## src/hw/rtl/ray_sphere_closest_hit_top_macros.svh

```systemverilog
// Assertion helpers used by the top-level RTL.
`ifndef RAY_SPHERE_CLOSEST_HIT_TOP_MACROS_SVH
`define RAY_SPHERE_CLOSEST_HIT_TOP_MACROS_SVH

// Same-cycle implication, clocked on clk_i, off during reset.
`define RSCH_ASSERT(lbl, ante, cons, msg) \
  lbl: assert property (@(posedge clk_i) disable iff (!rst_ni) (ante) |-> (cons)) \
    else $error(msg);

// Next-cycle implication, clocked on clk_i, off during reset.
`define RSCH_ASSERT_NEXT(lbl, ante, cons, msg) \
  lbl: assert property (@(posedge clk_i) disable iff (!rst_ni) (ante) |=> (cons)) \
    else $error(msg);

`endif

```

## src/hw/rtl/rsch_isqrt.sv

```systemverilog
`timescale 1ns / 1ps
module rsch_isqrt #(
  parameter int QE = 68,
  parameter int SW = 34
) (
  input  logic          clk_i,
  input  logic          en_i,
  input  logic [QE-1:0] q_i,
  output logic [SW-1:0] root_o
);
  logic [SW+1:0] rem_q  [SW];
  logic [SW-1:0] root_q [SW];
  logic [QE-1:0] rest_q [SW];

  for (genvar j = 0; j < SW; j++) begin : g_st
    logic [SW+1:0] rem_s;
    logic [SW-1:0] root_s;
    logic [QE-1:0] rest_s;
    logic [SW+3:0] t, trial;
    if (j == 0) begin : g_first
      assign rem_s  = '0;
      assign root_s = '0;
      assign rest_s = q_i;
    end else begin : g_next
      assign rem_s  = rem_q[j-1];
      assign root_s = root_q[j-1];
      assign rest_s = rest_q[j-1];
    end
    assign t     = {rem_s, rest_s[QE-1 -: 2]};
    assign trial = {2'b00, root_s, 2'b01};
    always_ff @(posedge clk_i) begin
      if (en_i) begin
        if (t >= trial) begin
          rem_q[j]  <= (SW+2)'(t - trial);
          root_q[j] <= {root_s[SW-2:0], 1'b1};
        end else begin
          rem_q[j]  <= t[SW+1:0];
          root_q[j] <= {root_s[SW-2:0], 1'b0};
        end
        rest_q[j] <= {rest_s[QE-3:0], 2'b00};
      end
    end
  end

  assign root_o = root_q[SW-1];
endmodule

```

## config.mk

```make
export PLATFORM = sky130hd
export DESIGN_NAME = rsch_isqrt
export DESIGN_NICKNAME = d
export VERILOG_FILES = /design/src/hw/rtl/ray_sphere_closest_hit_top_macros.svh /design/src/hw/rtl/rsch_isqrt.sv
export SDC_FILE = /design/constraint.sdc
export NUM_CORES = 2
export LEC_CHECK = 0
export BUFFER_PORTS_ARGS = -buffer_cell sky130_fd_sc_hd__buf_4
export CAP_MARGIN = 20
export CORE_MARGIN = 4
export CORE_UTILIZATION = 61
export DETAILED_ROUTE_END_ITERATION = 10
export PLACE_DENSITY = 0.88
export SLEW_MARGIN = 20
export SYNTH_ARGS = -nofsm -noshare
export SYNTH_HDL_FRONTEND = slang
export SYNTH_MEMORY_MAX_BITS = 65536
export SYNTH_SLANG_ARGS = --single-unit
```

## constraint.sdc

```tcl
create_clock -name clk_i -period 4.4 [get_ports clk_i]
set_input_delay 0.22 -clock clk_i [delete_from_list [all_inputs] [get_ports clk_i]]
set_output_delay 0.22 -clock clk_i [all_outputs]
set_load 0.03 [all_outputs]
```

==> impl_metrics.tcl <==
set metrics [dict create \
    ys.flop_type "edfxtp_1" \
    stdcell_count 14200 \
    cts_tree "yes" \
    post_route_cells_drive_above_1_share_pct 7.78 \
    synth_seq_area_share_pct 63.5 \
    synth-async-reset-ratio_pct 0 \
    yosys_warnings 0 \
    yosysUniqueCellTypes 91 \
    drtIter0Drc 8695 \
    start_util_pct 61.3 \
    synth_top_area_share_pct 63.5 \
    cts_max_path_buffers 4 \
    ir_drop_v 0.000588 \
    via_count 85500 \
    synth_edf_count 2849 \
    die_y_microns 478 \
    finalWorstSetupSlack_ns 0.199 \
    drt_wl_total_microns 306000 \
    outcome "complete, no violations" \
    syn-num-nets 11300 \
    yosysTopAreaCell "edfxtp_1" \
    grt.overflow.total 0 \
    max_freq_mhz 238 \
    path_max_fanout 7 \
    post-route-min-period_ns 4.20 \
    period_share_pct 95.5 \
    viasPerCell 6.02 \
    grt_start_max_net_pins 184 \
    maxCapViolations 0 \
    synth_area_sq_um 135000 \
    rr_worst_depth 8 \
    ys_ff_latch 2850 \
    setup_viol 0 \
    dieArea_sq_um 228000 \
    syn_inst 10600 \
    fin_setup_tns_ns 0 \
    grt_pass1_vias 84100 \
    track_usage_pct 26.3 \
    final_common_cell "edfxtp_1" \
    cts.sinks 2850 \
    hold_path_class "in2reg" \
    place_inst 13500 \
    antenna_found_initial 5 \
    drc_errors 0 \
    whs_path_depth 2 \
    critPathCaptureType "register" \
    slew_viol_final 0 \
    synthTopCellsByArea "edfxtp_1 64%, ha_1 5.9%, xnor2_1 3.3%" \
    rows 172 \
    coreArea_sq_um 220000 \
    leakage_uw 0.0573 \
    fin_nets 11700 \
    layout_common_cells "2849 x edfxtp_1, 787 x inv_1, 767 x nand2_1" \
    power.density_nw_per_um2 523 \
    reg2reg_slack_ns 0.20 \
    syn_avg_cell_area_sq_um 12.7 \
    reg2reg_from "rem_q[5][14]" \
    min-delay-start "q_i[58]" \
    cp.required_ns 5.05 \
    cp.arrival_ns 4.85 \
    grt_first_pass_wirelength_microns 476000 \
    drtPass1Iterations 9 \
    slew_headroom_pct 27.4 \
    clkTransAtPathRegs_ns 0.06 \
    hpwl_microns 214000 \
    hold_end "rest_q[0][58]" \
    post-place-ws_ns 0.254 \
    crit_type "reg2reg" \
    ant_nets 0 \
    htreeDepth 5 \
    clock_skew_ns 0.0685 \
    clockRootBuffer "clkbuf_16" \
    port_buffers 103 \
    clock_latency_ns 0.95 \
    tightestPinTransition_ns 1.09 \
    cts_buffers 311 \
    ioPinCount 104 \
    hold_viol_final 0 \
    gp_congestion 0.944 \
    reg2reg_to "rem_q[5][70]" \
    die-width_microns 478 \
    syn2layout_area_growth_pct 11.8 \
    rsz0062_at_grt "no" \
    wl_per_cell_microns 21.5 \
    startpoint_type "register" \
]
[where the power goes]
group	total, uW	leakage [uW]	internal, uW	switching, uW
clock	25500	0.00481	15000	10500
sequential	36800	0.0275	34300	2460
combinational	16500	0.0250	6840	9690
[flip-flops by register name, indices dropped and copies added (netlist names)]
| name | count |
|---|---|
| rem_q | 1133 |
| rest_q | 1122 |
| root_q | 595 |
[repair_timing]
item                       CTS  global route
resized for setup            0             1
hold buffers               130             0
buffers inserted             0             0
hold endpoints to repair   106             0
setup endpoints to repair    0             1
[logic make-up after synthesis]
group / after synthesis / share of synthesized area [%]
simple gates: 2916 / 10.9
flops: 2850 / 63.5
compound gates: 2069 / 9.57
buf+inv: 1040 / 2.91
xor+xnor: 967 / 6.29
fa+ha+maj: 632 / 5.87
mux: 114 / 0.934
[layer usage]
metal / GRT usage (%) / wire (microns) / vias to the layer above
li1: - / - / 40100
met1: 34.2 / 123000 / 41600
met2: 45.3 / 152000 / 3150
met3: 3.38 / 17300 / 746
met4: 10.0 / 12400 / 2
met5: 0 / 13 / -
[synthesized netlist by cell type, drive strengths merged, types with 101 or more instances]
master  number
ha         632
xnor2      501
inv        788
o21ai      592
a21oi      581
edfxtp    2849
nand2b     136
nand3      231
nor4       150
nand4      127
nor2       600
nor3       299
clkbuf     228
or3        101
o21a       114
xor2       466
nand2      767
a21o       253
[final cells by class]
type | count | area (sq um)
Inverter | 791 | 2970
Sequential cell | 2850 | 85600
Fill cell | 14800 | 69100
Clock buffer | 363 | 8110
Antenna cell | 1 | 2.50
Multi-Input combinational cell | 6698 | 45300
Tap cell | 2958 | 3700
Clock inverter | 176 | 1770
Timing Repair Buffer | 363 | 3220
[critical path: stages (launching register included)]
cell	delay (ns)
edfxtp_1	0.42
or4_1	0.58
or3_1	0.39
or3_1	0.44
nor4_1	0.42
nor3_1	0.16
nor4b_1	0.68
or4b_2	0.67
xnor2_1	0.16
[per-stage QoR]
step,hold slack [ns],util [%],total power [uW],instance area (sq um)
CTS,0.00300,68.5,79200,151000
finish,0.0317,68.5,78800,151000
global placement,0.398,63.4,53100,139000
floorplan,0.319,-,48200,135000
global route,0.0109,68.5,82500,151000
detailed placement,0.399,63.4,53500,139000
[how the worst max path moves through the flow]
stage | startpoint | endpoint
after CTS | rem_q[6][58] | rem_q[7][12]
after detailed placement | rem_q[6][59] | rem_q[7][12]
after floorplan | rem_q[15][36] | rem_q[16][23]
final | rem_q[5][14] | rem_q[5][70]
after global placement | rem_q[6][59] | rem_q[7][12]
after global routing | rem_q[11][37] | rem_q[12][33]
No activity file was read; power rests on OpenSTA's default activity.
