**src/hw/rtl/ray_sphere_closest_hit_top_macros.svh**
```systemverilog
// Assertion helpers used by the top-level RTL.
`ifndef RAY_SPHERE_CLOSEST_HIT_TOP_MACROS_SVH
`define RAY_SPHERE_CLOSEST_HIT_TOP_MACROS_SVH

// Same-cycle implication, clocked on clk_i, off during reset.
`define RSCH_ASSERT(lbl, ante, cons, msg) \
  lbl: assert property (@(posedge clk_i) disable iff (!rst_ni) (ante) |-> (cons)) \
    else $error(msg);

// Next-cycle implication, clocked on clk_i, off during reset.
`define RSCH_ASSERT_NEXT(lbl, ante, cons, msg) \
  lbl: assert property (@(posedge clk_i) disable iff (!rst_ni) (ante) |=> (cons)) \
    else $error(msg);

`endif

```
**src/hw/rtl/rsch_delay.sv**
```systemverilog
`timescale 1ns / 1ps
module rsch_delay #(
  parameter int W = 8,
  parameter int D = 4
) (
  input  logic         clk_i,
  input  logic         rst_ni,
  input  logic         en_i,
  input  logic [W-1:0] d_i,
  output logic [W-1:0] d_o
);
  logic [W-1:0] line_q [D];

  always_ff @(posedge clk_i or negedge rst_ni) begin
    if (!rst_ni) begin
      for (int j = 0; j < D; j++) begin
        line_q[j] <= '0;
      end
    end else if (en_i) begin
      line_q[0] <= d_i;
      for (int j = 1; j < D; j++) begin
        line_q[j] <= line_q[j-1];
      end
    end
  end

  assign d_o = line_q[D-1];
endmodule

```
**config.mk**
```make
export PLATFORM = sky130hd
export DESIGN_NAME = rsch_delay
export DESIGN_NICKNAME = d
export VERILOG_FILES = /design/src/hw/rtl/ray_sphere_closest_hit_top_macros.svh /design/src/hw/rtl/rsch_delay.sv
export SDC_FILE = /design/constraint.sdc
export NUM_CORES = 1
export LEC_CHECK = 0
export ABC_CLOCK_PERIOD_IN_PS = 1000
export BUFFER_PORTS_ARGS = -buffer_cell sky130_fd_sc_hd__clkbuf_2
export CORE_MARGIN = 4
export CORE_UTILIZATION = 50
export DETAILED_ROUTE_END_ITERATION = 10
export HOLD_SLACK_MARGIN = 0.12
export PLACE_DENSITY = 0.69
export SLEW_MARGIN = 20
export SYNTH_ARGS = -nofsm -noshare
export SYNTH_HDL_FRONTEND = slang
export SYNTH_SLANG_ARGS = --single-unit
```
**constraint.sdc**
```tcl
create_clock -name clk_i -period 1 [get_ports clk_i]
set_clock_uncertainty 0.15 [all_clocks]
set_input_delay 0.2 -clock clk_i [delete_from_list [all_inputs] [get_ports clk_i]]
set_output_delay 0.2 -clock clk_i [all_outputs]
set_load 0.05 [all_outputs]
```
==> impl_metrics.yaml, run 1 <==
route:
  ant_nets: 0
  first_pass_iters: 2
  vias_per_cell: 4.95
  drt_iter0_drc: 27
  finalWirelength_um: 1960
  post_drt_wl_per_cell_um: 14.8
  route.detailed.drc: 0
  vias: 658
yosys:
  synth-compound-area-share: 0
  ys_seq_area_frac: 0.570
  synth_xor_area_frac: 0
  synth_area_mm2: 0.00141
  yosys.area.top_type_share: 0.570
  syn_area_per_cell_um2: 18.5
  synthSimpleGateAreaFrac: 0
  synthAdderAreaFrac: 0
  synth_top_family_by_area: "multiplexers"
  synthMuxAreaShare: 0.337
  yosysUniqueCellTypes: 6
  synth-seq-cells: 32
  synthCells: 76
  yosysTopAreaCell: "dfrtp_1"
  synth_warnings: 0
  synthTopCellsByArea: "dfrtp_1, mux2_4, buf_12"
  syn_nets: 87
placement:
  place_inst: 115
  post-dp-hpwl_um: 1200
  port_buffers: 18
  post-place-ws_ns: -0.148
  place_area_mm2: 0.00146
  place_congestion: 0.660
critical_path:
  startpoint_type: "flop"
  arrival_ns: 0.90
  slowest_delay_ns: 0.42
  crit_required_ns: 0.65
  path_cells: "buf_8"
  critPathTopFamily: "flip-flops"
  critPathKind: "reg2out"
  slowest_stage: "dfrtp_1"
  critPathBufInv: 1
  cp-end-kind: "primary output"
  worst-path-max-fanout: 2
power:
  ir_drop_mv: 1.46
  power.leakage_nw: 0.842
  p_per_area_mw_per_mm2: 2090
floorplanning:
  start_util: 0.547
  pin_count: 19
  die_y_um: 61.0
  core_mm2: 0.00257
  row_count: 18
  dieWidth_um: 61.0
  die_area_mm2: 0.00372
clock_tree:
  root_buffer: "clkbuf_4"
  cts_tree: "done"
  clock_latency_ns: 0.32
  h-tree-depth: 2
  clock_sinks: 32
  cts_buffers: 5
  clkTransAtPathRegs_ns: 0.10
  clockBufferDepth: 2
global_route:
  grt_first_pass_wirelength_um: 3370
  grt_max_degree: 33
  grt_pass1_vias: 736
  overflow: 0
  grtUsageTotal: 0.132
  antenna_found_initial: 0
timing:
  max_clock_freq_mhz: 798
  final-hold-violation-count: 5
  grt_setup_unrepaired: "yes"
  relSlewSlack: 0.886
  fin_crit_sh: 1.25
  setup_slack_ns: -0.253
  fin_hold_ws_ns: -0.0379
  timing.final.max_slew_violations: 0
  setup_viol: 17
  min_period_ns: 1.25
  tightest_slew_ns: 0.171
  finalSetupTns_ns: -2.36
layout:
  fin_nets: 113
  diodes: 0
  synthToLayoutAreaGrowth_pct: 20.9
  layout_commonest_cell: "dfrtp_1"
  layout_common_cells: "dfrtp_1, mux2_4, clkbuf_2"
  drive_gt1_frac: 0.631
  design_area_mm2: 0.00170
  final_cells: 133
status:
  violations: "hold timing, setup timing"
  status: "complete, but fails checks"
job:
  maxCapViolations: 0
min_path:
  hold_path_class: "in2reg"
[logic make-up (layout without fill, tap and decap cells)]
group                  count (synthesis)  after routing
multiplexers                          32             32
flip-flops                            32             32
buffers and inverters                 12             39
[cells in the mapped netlist]
| library cell | number |
|---|---|
| mux2_4 | 30 |
| buf_4 | 8 |
| mux2_2 | 2 |
| buf_12 | 3 |
| dfrtp_1 | 32 |
| buf_6 | 1 |
[flip-flops by register name, summed over array words and instances, names as in the netlist]
register and cells:
line_q 24, d_o 8
[area by class of cell]
class / instances / area (um2)
Fill cell: 178 / 868
Clock buffer: 8 / 58.8
Tap cell: 30 / 37.5
Sequential cell: 32 / 801
Multi-Input combinational cell: 32 / 473
Timing Repair Buffer: 31 / 329
[worst paths after layout]
check	slack (ns)	from	cells past startpoint	endpoint
worst max-delay path	-0.25	d_o[1]	1	d_o[1]
worst min-delay path	-0.04	d_i[2]	2	line_q[26]
worst max register to register	-0.07	d_o[2]	2	d_o[2]
worst min register to register	0.36	line_q[15]	1	d_o[7]
max in group asynchronous	0.32	rst_ni	3	line_q[8]
min in group asynchronous	0.21	rst_ni	3	d_o[4]
[metal layers]
layer | global-route usage | vias up | routed length [um]
li1 | - | 303 | -
met1 | 0.150 | 336 | 867
met2 | 0.209 | 14 | 968
met3 | 0.0692 | 5 | 93
met4 | 0.0557 | 0 | 34
met5 | 0 | - | 0
[through the flow]
step | util | power (mW)
2_1_floorplan | - | 2.44
4_1_cts | 0.642 | 3.48
3_5_place_dp | 0.569 | 2.51
3_3_place_gp | 0.569 | 2.48
6_report | 0.662 | 3.54
5_1_grt | 0.662 | 3.72
[where the power goes]
group          total (mW)  internal, mW  switching, mW  leakage (nW)
clock network       0.749         0.347          0.403        0.0326
registers            1.68          1.52          0.158         0.376
logic                1.12         0.656          0.462         0.433
[repair_timing]
| item | CTS | global route |
|---|---|---|
| endpoints found under the hold margin | 40 | 7 |
| hold buffers | 2 | 2 |
| pin swaps | 0 | 0 |
| gates resized for setup | 16 | 11 |
| cloned | 0 | 0 |
| setup endpoints to repair | 8 | 14 |
| buffers inserted | 5 | 3 |
No activity file was read; power rests on OpenSTA's default activity.
==> run 2, diff against run 1 <==
--- a/config.mk
+++ b/config.mk
@@ -9,6 +9,7 @@
 export BUFFER_PORTS_ARGS = -buffer_cell sky130_fd_sc_hd__clkbuf_2
 export CORE_MARGIN = 4
 export CORE_UTILIZATION = 50
+export CTS_BUF_LIST = sky130_fd_sc_hd__clkbuf_8 sky130_fd_sc_hd__clkbuf_16
 export DETAILED_ROUTE_END_ITERATION = 10
 export HOLD_SLACK_MARGIN = 0.12
 export PLACE_DENSITY = 0.69
==> run 2 against run 1 <==
  * The flow finishes with violations (setup timing)
  * First-iteration DRC count shrank 15%
  * Cell count shrank 2.3%
  * Largest cell class unchanged
  * Register-to-register slack is essentially flat
  * Fmax grew 4.8%
  * Clock power grew 29%
  * Die area is the same
  * Flip-flop and latch count is the same
  * Critical path depth is the same
  * Core utilization is essentially flat
  * Sequential power is essentially flat
  * Global-route usage grew 0.13 points
==> impl_metrics.yaml, run 2 (synthesis results as in run 1) <==
status:
  status: "complete, but fails checks"
  violations: "setup timing"
route:
  post_drt_wl_per_cell_um: 15.1
  vias_per_cell: 5.05
  ant_nets: 0
  finalWirelength_um: 1960
  drt_iter0_drc: 23
  first_pass_iters: 3
  vias: 657
  route.detailed.drc: 0
clock_tree:
  cts_buffers: 5
  cts_hold_buf: 1
  clkTransAtPathRegs_ns: 0.06
  clock_sinks: 32
  cts_tree: "done"
  clock_latency_ns: 0.28
  clockBufferDepth: 2
  root_buffer: "clkbuf_8"
  h-tree-depth: 2
layout:
  largest_reg_flops: 24
  fillerInstances: 175
  largest-register: "line_q"
  layout_commonest_cell: "dfrtp_1"
  diodes: 0
  drive_gt1_frac: 0.650
  layout.area.seq_um2: 801
  multi_input_area_um2: 473
  layout_common_cells: "dfrtp_1, mux2_4, clkbuf_2"
  fin_nets: 110
  synthToLayoutAreaGrowth_pct: 20.8
critical_path:
  slowest_delay_ns: 0.41
  crit_required_ns: 0.65
  cp-end-kind: "primary output"
  cp.depth: 1
  slowest_stage: "dfrtp_1"
  startpoint_type: "flop"
  path_cells: "buf_8"
  worst-path-max-fanout: 2
  critPathTopFamily: "flip-flops"
  arrival_ns: 0.85
  reg2regPathDepth: 2
  critPathKind: "reg2out"
  critPathBufInv: 1
floorplanning:
  row_count: 18
  die_y_um: 61.0
  pin_count: 19
  dieWidth_um: 61.0
  die_area_mm2: 0.00372
  start_util: 0.547
  core_mm2: 0.00257
placement:
  port_buffers: 18
  post-dp-hpwl_um: 1200
  place_congestion: 0.660
  post-place-ws_ns: -0.148
global_route:
  grtUsageTotal: 0.133
  grt_pass1_vias: 729
  antenna_found_initial: 0
  grt_first_pass_wirelength_um: 3360
  grt_max_degree: 33
  overflow: 0
job:
  maxCapViolations: 0
power:
  power.leakage_nw: 0.850
  p_per_area_mw_per_mm2: 2210
  ir_drop_mv: 1.87
timing:
  setup_viol: 14
  relSlewSlack: 0.884
  setup_slack_ns: -0.195
  grt_setup_unrepaired: "yes"
  fin_crit_sh: 1.20
  max_clock_freq_mhz: 836
  timing.final.max_slew_violations: 0
  final-hold-violation-count: 0
  finalSetupTns_ns: -1.85
  tightest_slew_ns: 0.175
  min_period_ns: 1.20
min_path:
  hold_depth: 2
  hold_path_class: "in2reg"
run 2: cell count changes in the layout (fill, tap and decap cells not counted), sizes merged:
cell and change:
clkbuf -1, dlygate4sd3 -3, inv +2, buf -1
run 2: cell type report:
cell class | instances | area share
Sequential cell | 32 | 0.472
Multi-Input combinational cell | 32 | 0.279
Timing Repair Buffer | 28 | 0.175
Clock buffer | 6 | 0.0486
Tap cell | 30 | 0.0221
Clock inverter | 2 | 0.00442
run 2: path summary, 6_finish.rpt:
| path | startpoint | endpoint | slack (ns) |
|---|---|---|---|
| max | d_o[6] | d_o[6] | -0.20 |
| min | d_i[5] | line_q[29] | 0.0003 |
| max reg2reg | d_o[2] | d_o[2] | -0.07 |
| min reg2reg | line_q[15] | d_o[7] | 0.35 |
| max in group asynchronous | rst_ni | line_q[18] | 0.27 |
| min in group asynchronous | rst_ni | line_q[22] | 0.26 |
run 2: per-stage QoR:
stage                     cell area, um2   util  power (mW)  instances  hold WS, ns
after CTS                           1670  0.650        3.71        129     -0.00763
final                               1700  0.661        3.75        130     0.000330
after detailed placement            1460  0.569        2.51        115       0.0239
after global placement              1460  0.569        2.48        115       0.0174
after floorplan                     1410      -        2.44         76       -0.246
after global routing                1700  0.661        3.92        130      0.00324
run 2: report_power, final:
| part | internal, mW | switching [mW] | total, mW |
|---|---|---|---|
| logic | 0.638 | 0.460 | 1.10 |
| registers | 1.52 | 0.162 | 1.68 |
| clock network | 0.539 | 0.426 | 0.965 |
run 2: routing by layer:
layer | vias up | wire (um) | global-route usage | part of all wire
met5 | - | 0 | 0 | 0
met1 | 340 | 814 | 0.150 | 0.41
met2 | 14 | 995 | 0.205 | 0.51
met3 | 6 | 94 | 0.0503 | 0.048
li1 | 297 | - | - | -
met4 | 0 | 58 | 0.102 | 0.030
run 2: timing repair:
item | in CTS | in global routing
setup buffers | 5 | 1
setup endpoints to repair | 8 | 13
gates resized for setup | 16 | 11
hold endpoints to repair | 40 | 8
gates cloned | 0 | 0
